<file path="config.mk">
export PLATFORM = sky130hd
export DESIGN_NAME = ntd_lookup
export DESIGN_NICKNAME = d
export VERILOG_FILES = /design/src/rtl/ntd_pkg.sv /design/src/rtl/ntd_lookup.sv
export SDC_FILE = /design/constraint.sdc
export NUM_CORES = 1
export LEC_CHECK = 0
export BUFFER_PORTS_ARGS = -buffer_cell sky130_fd_sc_hd__buf_4
export CAP_MARGIN = 10
export CORE_ASPECT_RATIO = 0.8
export CORE_MARGIN = 5
export CORE_UTILIZATION = 65
export CTS_CLUSTER_SIZE = 25
export DETAILED_ROUTE_END_ITERATION = 8
export PLACE_DENSITY = 0.85
export SLEW_MARGIN = 15
export SYNTH_ARGS = -nofsm -noshare
export SYNTH_HDL_FRONTEND = slang
export SYNTH_SLANG_ARGS = --single-unit
</file>
<file path="constraint.sdc">
create_clock -name clk_i -period 16.3 [get_ports clk_i]
set_input_delay 1.63 -clock clk_i [delete_from_list [all_inputs] [get_ports clk_i]]
set_output_delay 1.63 -clock clk_i [all_outputs]
set_load 0.005 [all_outputs]
</file>
<file path="src/rtl/ntd_pkg.sv">
// ----------------------------------------------------------------------------
// ntd_pkg: note word to tone decoder package
// Field widths, register codes, reciprocal constants, the tone table and the
// structs passed between the pipeline sections.
// ----------------------------------------------------------------------------
package ntd_pkg;

  localparam int unsigned NoteW    = 16;
  localparam int unsigned FreqW    = 12;
  localparam int unsigned ReloadW  = 32;
  localparam int unsigned CmpW     = 26;
  localparam int unsigned SoundW   = 16;
  localparam int unsigned SilenceW = 14;
  localparam int unsigned BeatW    = 17;
  localparam int unsigned DenW     = 28;
  localparam int unsigned DivSteps = 32;
  localparam int unsigned PaddrW   = 4;
  localparam int unsigned DataW    = 32;

  localparam int unsigned OctCenter = 5;
  localparam int unsigned OctRows   = 7;
  localparam int unsigned StepCols  = 7;

  // floor(x / d) == (x * Recip) >> Shift over the value range used
  localparam logic [15:0] Recip10     = 16'd52429;
  localparam int unsigned Shift10     = 19;
  localparam logic [16:0] Recip100    = 17'd83887;
  localparam int unsigned Shift100    = 23;
  localparam logic [16:0] Recip1000   = 17'd67109;
  localparam int unsigned Shift1000   = 26;
  localparam logic [18:0] Recip5      = 19'd419431;
  localparam int unsigned Shift5      = 21;
  localparam logic [31:0] RecipPulse  = 32'd2748779070;
  localparam int unsigned ShiftPulse  = 38;

  typedef enum logic [1:0] {
    REG_KEY_OCTAVE     = 2'd0,
    REG_BASE_NOTE_MS   = 2'd1,
    REG_TIMER_CLOCK_HZ = 2'd2,
    REG_TONE_PRESCALER = 2'd3
  } ntd_reg_e;

  localparam logic [FreqW-1:0] ToneTable [OctRows][StepCols] = '{
    '{12'd33,   12'd37,   12'd41,   12'd46,   12'd49,   12'd55,   12'd61},
    '{12'd65,   12'd73,   12'd82,   12'd92,   12'd98,   12'd110,  12'd123},
    '{12'd130,  12'd146,  12'd164,  12'd185,  12'd196,  12'd220,  12'd246},
    '{12'd262,  12'd294,  12'd330,  12'd370,  12'd392,  12'd440,  12'd494},
    '{12'd523,  12'd587,  12'd659,  12'd740,  12'd784,  12'd880,  12'd987},
    '{12'd1047, 12'd1175, 12'd1319, 12'd1480, 12'd1568, 12'd1760, 12'd1976},
    '{12'd2093, 12'd2349, 12'd2637, 12'd2960, 12'd3136, 12'd3520, 12'd3951}
  };

  typedef struct packed {
    logic [2:0]       row;
    logic [2:0]       col;
    logic             rest;
    logic             bad_idx;
    logic             hold;
    logic [BeatW-1:0] beat;
  } ntd_dec_t;

  typedef struct packed {
    logic                hold;
    logic                play;
    logic                bad_idx;
    logic [FreqW-1:0]    freq;
    logic [SoundW-1:0]   sound_ms;
    logic [SilenceW-1:0] silence_ms;
  } ntd_tag_t;

  typedef struct packed {
    logic                tone_on;
    logic [FreqW-1:0]    tone_freq_hz;
    logic [ReloadW-1:0]  period_reload;
    logic [CmpW-1:0]     compare_value;
    logic [SoundW-1:0]   sound_ms;
    logic [SilenceW-1:0] silence_ms;
    logic                hold_tone;
    logic                bad_note;
  } ntd_res_t;

endpackage

</file>
<file path="src/rtl/ntd_lookup.sv">
// ----------------------------------------------------------------------------
// ntd_lookup: tone table and note timing
// Two stages: table lookup with sound time, then silence and divisor.
// ----------------------------------------------------------------------------
module ntd_lookup import ntd_pkg::*; (
  input  logic            clk_i,
  input  logic            rst_ni,
  input  logic [15:0]     tone_prescaler_i,
  input  logic            in_valid_i,
  output logic            in_ready_o,
  input  ntd_dec_t        in_i,
  output logic            out_valid_o,
  input  logic            out_ready_i,
  output ntd_tag_t        out_tag_o,
  output logic [DenW-1:0] out_den_o
);

  logic              v1_q, v2_q;
  logic              rdy1, rdy2;
  logic              play1_q, bad1_q, hold1_q;
  logic [FreqW-1:0]  freq1_q;
  logic [SoundW-1:0] sound1_q;
  logic [BeatW-1:0]  beat1_q;
  ntd_tag_t          tag2_q;
  logic [DenW-1:0]   den2_q;

  logic              play;
  logic [FreqW-1:0]  freq;
  logic [37:0]       prod5;
  logic [FreqW-1:0]  freq_eff;
  logic [28:0]       den_full;
  logic [BeatW-1:0]  silence_full;

  assign rdy2       = !v2_q || out_ready_i;
  assign rdy1       = !v1_q || rdy2;
  assign in_ready_o = rdy1;

  assign play  = !in_i.rest && !in_i.bad_idx;
  assign freq  = play ? ToneTable[in_i.row][in_i.col] : '0;
  assign prod5 = 38'({in_i.beat, 2'b00}) * 38'(Recip5);

  assign freq_eff     = (freq1_q == '0) ? FreqW'(1) : freq1_q;
  assign den_full     = 29'(freq_eff) * 29'(17'(tone_prescaler_i) + 17'd1);
  assign silence_full = beat1_q - BeatW'(sound1_q);

  always_ff @(posedge clk_i or negedge rst_ni) begin
    if (!rst_ni) begin
      v1_q <= 1'b0;
      v2_q <= 1'b0;
    end else begin
      if (rdy1) v1_q <= in_valid_i;
      if (rdy2) v2_q <= v1_q;
    end
  end

  always_ff @(posedge clk_i) begin
    if (rdy1 && in_valid_i) begin
      play1_q  <= play;
      bad1_q   <= in_i.bad_idx;
      hold1_q  <= in_i.hold;
      freq1_q  <= freq;
      sound1_q <= prod5[Shift5+SoundW-1:Shift5];
      beat1_q  <= in_i.beat;
    end
    if (rdy2 && v1_q) begin
      tag2_q.hold       <= hold1_q;
      tag2_q.play       <= play1_q;
      tag2_q.bad_idx    <= bad1_q;
      tag2_q.freq       <= freq1_q;
      tag2_q.sound_ms   <= sound1_q;
      tag2_q.silence_ms <= silence_full[SilenceW-1:0];
      den2_q            <= den_full[DenW-1:0];
    end
  end

  assign out_valid_o = v2_q;
  assign out_tag_o   = tag2_q;
  assign out_den_o   = den2_q;

endmodule

</file>
==> results.json, run 1 <==
{
  "drt-total-wl_um": 37560,
  "post-route-drc-count": 0,
  "tns_ns": 0,
  "seq_area_frac_synth": 0.2221,
  "antenna_found_initial": 0,
  "vias_per_cell": 5.694,
  "cts_tree": "yes",
  "hold_viol": 0,
  "final_max_slew_viol_count": 0,
  "cp-start-kind": "input port",
  "crit_slowest_cell": "xnor2_1",
  "clkPwrFrac": 0.109,
  "final_nets": 2213,
  "final_layout_size_suffix_gt1_frac": 0.09700,
  "power_leakage_nw": 8.869,
  "place_area_mm2": 0.01732,
  "setup_violations": 0,
  "grt_pass1_wl_um": 62180,
  "synth_edf_count": 118,
  "syn_area_per_cell_um2": 9.953,
  "synth_top_area_frac": 0.2944,
  "end_kind": "flip-flop",
  "syn_nets": 2120,
  "hp-class": "reg2reg",
  "synth_warnings": 0,
  "gp_congestion": 0.9328,
  "clk_pin_slew_ns": 0.06,
  "post_drt_wl_per_cell_um": 18.32,
  "path_class": "in2reg",
  "grt.total_usage": 0.2763,
  "die_x_um": 186.4,
  "finalCritPeriodShare": 0.5134,
  "maxCapViolCount": 0,
  "path_delay_family": "adder cells",
  "synth.distinct_cells": 57,
  "grt_setup_unrepaired": "false",
  "p_sw_mw": 1.560,
  "yosys-top-cells-area": "fa_1 29%, edfxtp_1 22%, ha_1 16%, inv_1 8.4%, nand2_1 4.2%",
  "cts.sinks": 120,
  "place.port_buffers": 120,
  "p_int_mw": 1.860,
  "cts_hold_buf": 0,
  "crit_required_ns": 16.48,
  "critPathBufInv": 4,
  "antenna_cells": 0,
  "fin_skew_ns": 0.01401,
  "cts_root_buffer": "clkbuf_16",
  "design_area_mm2": 0.01789,
  "syn_area_mm2": 0.01618,
  "cellPowerDensity_mw_per_mm2": 191.2,
  "cpMostUsedCell": "fa_1",
  "cts_resized": 0,
  "htreeDepth": 4,
  "netlist_instances": 1626,
  "num_rows": 51,
  "status": "finished, final reports clean",
  "max_clock_freq_mhz": 119.5,
  "pwr-share-seq": 0.176,
  "die_height_um": 151.1,
  "tightest_slew_ns": 1.153,
  "dr.first_iter.drc_count": 909,
  "initial_core_util": 0.6622,
  "cp_max_fo": 15,
  "grt_pass1_vias": 12430,
  "ys_ff_latch": 120,
  "filler_cell_count": 1643,
  "gr-total-overflow": 0,
  "clkLatencyLatePin_ns": 0.44,
  "synth_ff_type": "edfxtp_1",
  "clk_path_buf_depth": 2,
  "core_area_mm2": 0.02444,
  "dpl.hpwl_um": 29490,
  "cts_setup_buffers": 0,
  "first_pass_iters": 5,
  "power.ir.vdd_worst_mv": 0.1619,
  "async_flop_share": 0.01667,
  "die_area_mm2": 0.02817,
  "crit_arrival_ns": 8.55,
  "netSwitchingFraction": 0.4562,
  "syn_to_final_growth_pct": 10.53,
  "synth.largest_area_cell": "fa_1",
  "slowest_delay_ns": 0.77,
  "vias": 11670,
  "relSlewSlack": 0.2256,
  "antenna_left": 0,
  "numCtsBuffers": 17,
  "p_comb_frac": 0.715,
  "period_minus_slack_ns": 8.369,
  "ioPinCount": 121,
  "grt_max_degree": 74
}
-- Yosys cell counts, drive strengths merged (4+ instances only) --
| cell | n |
|---|---|
| edfxtp | 118 |
| nand3 | 25 |
| nand4 | 5 |
| nand2b | 12 |
| xnor2 | 50 |
| a21boi | 4 |
| inv | 364 |
| a211oi | 11 |
| and2 | 65 |
| nand2 | 179 |
| a31oi | 7 |
| nor2b | 16 |
| fa | 238 |
| o21a | 4 |
| a21o | 14 |
| nor3 | 20 |
| xor2 | 20 |
| o211ai | 11 |
| a21oi | 49 |
| nor2 | 55 |
| and3 | 11 |
| or2 | 5 |
| clkbuf | 45 |
| o21ai | 34 |
| ha | 210 |
| a311oi | 7 |
-- power by group through the flow --
stage                     Clock, mW  Combinational [mW]  Sequential [mW]
after CTS                     0.375                2.44            0.603
after detailed placement          0                2.41            0.608
after global placement            0                2.31            0.607
after global routing          0.390                2.77            0.612
after floorplan                   0                1.83            0.595
final                         0.373                2.44            0.603
-- final cells by class --
class	instances	area, um^2	share of cell area
clock buffers	22	464.2	0.02595
multi-input cells	1093	11050	0.6178
flip-flops and latches	120	3593	0.2009
repair buffers	122	915.9	0.05120
inverters	365	1370	0.07659
well taps	318	397.9	0.02224
clock inverters	10	95.09	0.005316
-- placed cells by master, fill, tap and decap left out, drive strengths merged, types with 5 or more instances in the layout --
cell type  instances
clkinv             6
fa               238
nor3              20
nand3             25
nand2            179
nor2              55
buf              122
and3              11
a311oi             7
clkbuf            22
o211ai            11
ha               210
edfxtp           118
inv              366
a31oi              7
xor2              20
nand4              5
nand2b            12
or2                5
a21oi             49
and2              65
a211oi            11
xnor2             50
a21o              14
nor2b             16
o21ai             34
-- registers in the layout (all words and copies together) (netlist names) --
signal / flops
out_den_o: 28
play1_q: 1
freq1_q: 12
hold1_q: 1
out_tag_o: 45
v1_q: 1
sound1_q: 16
out_valid_o: 1
beat1_q: 14
bad1_q: 1
-- worst register-to-register path, stage by stage, from the launching register on --
cell       delay, ns
edfxtp_1        0.73
nor4_1          0.46
a31o_2          0.55
nand2_1         0.14
fa_1            0.54
inv_1           0.06
fa_1            0.47
fa_1            0.52
inv_1           0.07
fa_1            0.53
inv_1           0.04
ha_1            0.35
a21oi_1         0.17
nor2b_1         0.09
o31ai_2         0.25
a211oi_1        0.15
a221o_2         0.47
a311oi_4        0.39
o2111ai_1       0.17
a21oi_1         0.19
xnor2_1         0.09
-- kinds of logic (layout without fill, tap and decap cells) --
group | count (synthesis) | after routing | share of synthesized area
AO/OA/AOI/OAI | 169 | 169 | 0.06889
XOR/XNOR | 70 | 70 | 0.03788
adder cells (fa/ha/maj) | 448 | 448 | 0.4568
buffers and inverters | 413 | 519 | 0.09579
flip-flops | 120 | 120 | 0.2221
multiplexers | 3 | 3 | 0.001856
AND/OR/NAND/NOR | 403 | 403 | 0.1167
-- routing by layer --
layer  share of wire  track usage  vias to the layer above
met5               0            0                        -
met2            0.50       0.4722                      485
met4           0.034       0.1016                        0
met1            0.40       0.3546                     5760
li1                -            -                     5334
met3           0.075      0.05507                       93
-- stage by stage --
step	util	setup WS, ns	instances	hold WS, ns	total power [mW]
detailed placement	0.7087	7.529	2018	0.4075	3.021
finish	0.7319	7.931	2050	0.4181	3.420
floorplan	-	8.681	1626	0.4003	2.426
global route	0.7319	7.559	2050	0.4437	3.773
CTS	0.7316	7.973	2050	0.4216	3.420
global placement	0.7087	7.845	2018	0.4004	2.920
-- worst paths after layout --
check / startpoint / endpoint / slack (ns) / cells after the start
max in group asynchronous: rst_ni / out_valid_o / 15.25 / 1
min in group asynchronous: rst_ni / v1_q / 0.96 / 1
setup reg to reg: freq1_q[1] / out_den_o[26] / 9.65 / 20
hold / removal: sound1_q[14] / out_tag_o[28] / 0.42 / 0
hold reg to reg: sound1_q[14] / out_tag_o[28] / 0.42 / 0
setup / recovery: tone_prescaler_i[0] / out_den_o[26] / 7.93 / 25
Note: power is estimated with default switching activity, not from simulation.
==> inputs of run 2 (changes only) <==
Settings changed: CORE_UTILIZATION 65 to 57, PLACE_DENSITY 0.85 to 0.79.
Clock period 16.3 ns to 7.6 ns, I/O delays scaled along.
==> run 2 against run 1 <==
Via count shrank 2.6%. Worst hold slack got worse by 0.32 ns. Clock power rose by 110%. Critical path depth unchanged. Cell area increased by 1.0%. Critical path type unchanged.
==> results.json, run 2 (same netlist as run 1, synthesis figures left out) <==
{
  "status": "finished, final reports clean",
  "cp-start-kind": "input port",
  "p_int_mw": 3.971,
  "clkPwrFrac": 0.107,
  "cts.sinks": 120,
  "cts_tree": "yes",
  "htreeDepth": 4,
  "initial_core_util": 0.5750,
  "num_rows": 55,
  "p_sw_mw": 3.296,
  "ioPinCount": 121,
  "final_nets": 2231,
  "syn_to_final_growth_pct": 11.67,
  "pwr-share-seq": 0.177,
  "cts_hold_buf": 0,
  "cts_resized": 0,
  "vias": 11370,
  "final_layout_size_suffix_gt1_frac": 0.1063,
  "vias_per_cell": 5.363,
  "power.ir.vdd_worst_mv": 0.3244,
  "dpl.hpwl_um": 30110,
  "clk_path_buf_depth": 2,
  "gp_congestion": 0.9093,
  "cpMostUsedCell": "fa_1",
  "antenna_cells": 0,
  "max_clock_freq_mhz": 145.9,
  "die_x_um": 198.4,
  "drt-total-wl_um": 37430,
  "end_kind": "flip-flop",
  "die_area_mm2": 0.03188,
  "relSlewSlack": 0.3137,
  "core_area_mm2": 0.02815,
  "dr.first_iter.drc_count": 656,
  "cts_setup_buffers": 0,
  "tightest_slew_ns": 1.030,
  "first_pass_iters": 5,
  "gr-total-overflow": 0,
  "maxCapViolCount": 0,
  "post-route-drc-count": 0,
  "antenna_left": 0,
  "p_comb_frac": 0.716,
  "largest_reg_flops": 45,
  "post_drt_wl_per_cell_um": 17.66,
  "grt_setup_unrepaired": "false",
  "grt_max_degree": 74,
  "grt.total_usage": 0.2465,
  "cp_max_fo": 15,
  "fin_skew_ns": 0.01076,
  "grt_pass1_vias": 12350,
  "path_delay_family": "adder cells",
  "die_height_um": 160.7,
  "layoutNonFillerInstCount": 2120,
  "layout_common_cells": "364 x inv_1, 238 x fa_1, 210 x ha_1, 179 x nand2_1, 140 x buf_4",
  "finalCritPeriodShare": 0.9020,
  "multi_input_area_mm2": 0.01104,
  "clk_pin_slew_ns": 0.06,
  "period_minus_slack_ns": 6.855,
  "place.port_buffers": 120,
  "utilization": 0.6421,
  "design_area_mm2": 0.01807,
  "tns_ns": 0,
  "place_area_mm2": 0.01752,
  "dp_cells": 2088,
  "numCtsBuffers": 17,
  "crit_slowest_cell": "fa_1",
  "crit_arrival_ns": 7.04,
  "cellPowerDensity_mw_per_mm2": 402.1,
  "antenna_found_initial": 0,
  "cts_root_buffer": "clkbuf_16",
  "totalPowerFinal_mw": 7.268,
  "hold_viol": 0,
  "ff_latch_area_mm2": 0.003593,
  "power_leakage_nw": 8.953,
  "crit_required_ns": 7.78,
  "hp-class": "in2async",
  "netSwitchingFraction": 0.4535,
  "slowest_delay_ns": 0.56,
  "setup_violations": 0,
  "critPathBufInv": 5,
  "grt_pass1_wl_um": 62110,
  "final_max_slew_viol_count": 0,
  "filler_cell_count": 2205,
  "clkLatencyLatePin_ns": 0.44,
  "path_class": "in2reg",
  "layout_commonest_cell": "inv_1"
}
-- run 2: cell count changes in the layout (fill, tap and decap cells not counted) --
| cell | before | now |
|---|---|---|
| clkinv_2 | 3 | 4 |
| clkinv_4 | 2 | 3 |
| clkinvlp_4 | 2 | 1 |
| clkinv_1 | 1 | 2 |
| xnor2_2 | 1 | 0 |
| clkbuf_8 | 2 | 0 |
| buf_4 | 122 | 140 |
| xnor2_1 | 49 | 50 |
| clkbuf_1 | 3 | 1 |
| inv_6 | 2 | 4 |
-- run 2: metal layers --
metal | track usage | share of wire | vias to the layer above | wire (um)
met5 | 0 | 0 | - | 0
met4 | 0.07384 | 0.026 | 0 | 975
met3 | 0.04950 | 0.066 | 66 | 2476
met2 | 0.4204 | 0.50 | 341 | 18540
met1 | 0.3199 | 0.41 | 5588 | 15440
li1 | - | - | 5374 | -
-- run 2: worst register-to-register path, delay by kind of cell (launching register included) --
kind,cells,cell delay [ns]
flops,1,0.73
simple gates,3,0.64
xor+xnor,1,0.08
fa+ha+maj,5,2.37
compound gates,8,2.30
buf+inv,3,0.17
-- run 2: layout make-up --
type | count | area share
Inverter | 365 | 0.07581
Tap cell | 370 | 0.02562
Multi-Input combinational cell | 1093 | 0.6111
Clock inverter | 14 | 0.006785
Clock buffer | 18 | 0.02375
Sequential cell | 120 | 0.1988
Timing Repair Buffer | 140 | 0.05816
-- run 2: final timing paths --
path	startpoint	to	slack (ns)	cells past startpoint
setup / recovery	tone_prescaler_i[0]	out_den_o[26]	0.75	25
hold / removal	rst_ni	v1_q	0.1	1
setup reg to reg	freq1_q[1]	out_den_o[26]	1.08	20
hold reg to reg	hold1_q	out_tag_o[44]	0.42	0
max in group asynchronous	rst_ni	out_valid_o	7.41	1
min in group clk_i	hold1_q	out_tag_o[44]	0.42	0
-- run 2: metrics by stage --
| stage | hold slack [ns] | worst slack (ns) |
|---|---|---|
| 2_1_floorplan | 0.4003 | 0.8514 |
| 3_3_place_gp | 0.4018 | 0.5053 |
| 3_5_place_dp | 0.4089 | 0.3387 |
| 4_1_cts | 0.08488 | 0.8103 |
| 5_1_grt | 0.08607 | 0.4230 |
| 6_report | 0.09893 | 0.7450 |
-- run 2: power by group through the flow --
| stage | registers [mW] | clock network (mW) | logic [mW] |
|---|---|---|---|
| finish | 1.28 | 0.777 | 5.21 |
| detailed placement | 1.30 | 0 | 5.16 |
| floorplan | 1.28 | 0 | 3.93 |
| CTS | 1.29 | 0.789 | 5.22 |
| global placement | 1.30 | 0 | 5.00 |
| global route | 1.31 | 0.823 | 5.94 |
==> inputs of run 3 (changes only) <==
Settings changed: CORE_UTILIZATION 57 to 65, PLACE_DENSITY 0.79 to 0.85.
Clock period 7.6 ns to 8.4 ns, I/O delays scaled along.
==> run 3 against run 2 <==
Cell count decreased by 2.7%. Worst setup slack improved by 0.41 ns. Flip-flop and latch count did not move. Global-route usage is 3.6 points higher. Highest routed layer unchanged. Die area shrank 12%. Total power decreased by 7.8%. Count of clock-buffer cells in the layout increased by 3. Clock skew rose by 0.0039 ns. Cell area down 0.37%. Via count grew 2.7%. Critical path depth stayed put.
==> results.json, run 3 (same netlist as run 1, synthesis figures left out) <==
{
  "period_minus_slack_ns": 7.242,
  "cts_root_buffer": "clkbuf_16",
  "die_area_mm2": 0.02817,
  "clk_pin_slew_ns": 0.06,
  "tns_ns": 0,
  "grt_setup_unrepaired": "false",
  "hold_viol": 0,
  "die_x_um": 186.4,
  "dr.first_iter.drc_count": 1004,
  "cts_tree": "yes",
  "numCtsBuffers": 17,
  "endpoint": "out_den_o[26]",
  "cts_hold_buf": 0,
  "path_class": "in2reg",
  "grt_max_degree": 74,
  "max_clock_freq_mhz": 138.1,
  "ff_latch_area_mm2": 0.003593,
  "final_nets": 2226,
  "grt_pass1_wl_um": 63090,
  "syn_to_final_growth_pct": 11.26,
  "whs_ns": 0.1744,
  "largest_reg_flops": 45,
  "num_rows": 51,
  "r2r_end": "out_den_o[26]",
  "wl_met1_um": 15430,
  "critPathBufInv": 4,
  "ioPinCount": 121,
  "gr-total-overflow": 0,
  "core_area_mm2": 0.02444,
  "final_layout_size_suffix_gt1_frac": 0.1020,
  "cts_resized": 0,
  "filler_cell_count": 1677,
  "vias_per_cell": 5.659,
  "end_kind": "flip-flop",
  "final_max_slew_viol_count": 0,
  "maxCapViolCount": 0,
  "layout_common_cells": "364 x inv_1, 238 x fa_1, 210 x ha_1, 179 x nand2_1, 135 x buf_4",
  "post_drt_wl_per_cell_um": 18.53,
  "vias": 11680,
  "reg2reg_from": "freq1_q[1]",
  "antenna_found_initial": 0,
  "cts.sinks": 120,
  "hp-class": "in2async",
  "clkLatencyLatePin_ns": 0.43,
  "cp_num_cells": 25,
  "fin_skew_ns": 0.01463,
  "dpl.hpwl_um": 30170,
  "status": "finished, final reports clean",
  "clk_path_buf_depth": 2,
  "r2r_slack_ns": 1.77,
  "initial_core_util": 0.6622,
  "cp-start-kind": "input port",
  "relSlewSlack": 0.2708,
  "multi_input_area_mm2": 0.01104,
  "tightest_slew_ns": 1.094,
  "crit_required_ns": 8.59,
  "slowest_delay_ns": 0.54,
  "cts_setup_buffers": 0,
  "power_leakage_nw": 8.944,
  "gp_congestion": 0.9410,
  "first_pass_iters": 8,
  "cpMostUsedCell": "fa_1",
  "cp_max_fo": 15,
  "setup.worst_path.start": "tone_prescaler_i[0]",
  "rr_worst_depth": 20,
  "drt-total-wl_um": 38230,
  "crit_arrival_ns": 7.43,
  "antenna_left": 0,
  "path_delay_family": "adder cells",
  "htreeDepth": 4,
  "power.ir.vdd_worst_mv": 0.2765,
  "setup_violations": 0,
  "layout_commonest_cell": "inv_1",
  "wl_met2_um": 19270,
  "routed-wl-met3_um": 2528,
  "cellPowerDensity_mw_per_mm2": 372.3,
  "die_height_um": 151.1,
  "finalCritPeriodShare": 0.8621,
  "grt.total_usage": 0.2821,
  "antenna_cells": 0,
  "top_layer": "met4",
  "crit_slowest_cell": "fa_1",
  "grt_pass1_vias": 12350,
  "post-route-drc-count": 0,
  "place.port_buffers": 120
}
## run 3: changes by cell type in the layout (fill, tap and decap cells not counted)
| cell | change |
|---|---|
| buf_4 | -5 |
| clkinv_2 | -2 |
| clkbuf_1 | +3 |
| bufinv_16 | +2 |
| inv_6 | -2 |
| clkinvlp_4 | -1 |
## run 3: routing by layer
metal | vias up | GRT usage
li1 | 5364 | -
met3 | 84 | 0.04101
met1 | 5775 | 0.3663
met5 | - | 0
met2 | 452 | 0.4984
met4 | 0 | 0.08511
## run 3: through the flow
stage               instances  worst slack, ns  cell area, um^2  utilization  power, mW
floorplan                1626            1.571            16180            -      4.707
global placement         2031           0.9938            17420       0.7127      5.686
detailed placement       2031           0.7429            17420       0.7127      5.896
CTS                      2063            1.179            18010       0.7368      6.714
global route             2063           0.8951            18010       0.7368      7.393
finish                   2063            1.158            18010       0.7368      6.704
## run 3: how the worst min path moves through the flow
stage | endpoint | slack [ns]
6_report | v1_q | 0.17
5_1_grt | v1_q | 0.15
4_1_cts | v1_q | 0.15
3_5_place_dp | out_tag_o[29] | 0.41
3_3_place_gp | out_tag_o[43] | 0.40
2_1_floorplan | out_tag_o[28] | 0.40
## run 3: worst register-to-register path, delay by kind of cell (launching register included)
family | cells | cell delay, ns
xor+xnor | 1 | 0.08
fa+ha+maj | 5 | 2.38
compound gates | 8 | 2.36
flops | 1 | 0.71
simple gates | 3 | 0.70
buf+inv | 3 | 0.16
## run 3: cell type report
cell class              instances  area share
clock buffers                  21     0.02446
clock inverters                11    0.008200
inverters                     365     0.07609
multi-input cells            1093      0.6133
flip-flops and latches        120      0.1996
well taps                     318     0.02210
repair buffers                135     0.05629
## run 3: report_power, final
part | leakage [nW] | switching [mW] | internal (mW)
registers | 1.16 | 0.0886 | 1.08
logic | 7.49 | 2.67 | 2.11
clock network | 0.287 | 0.290 | 0.468
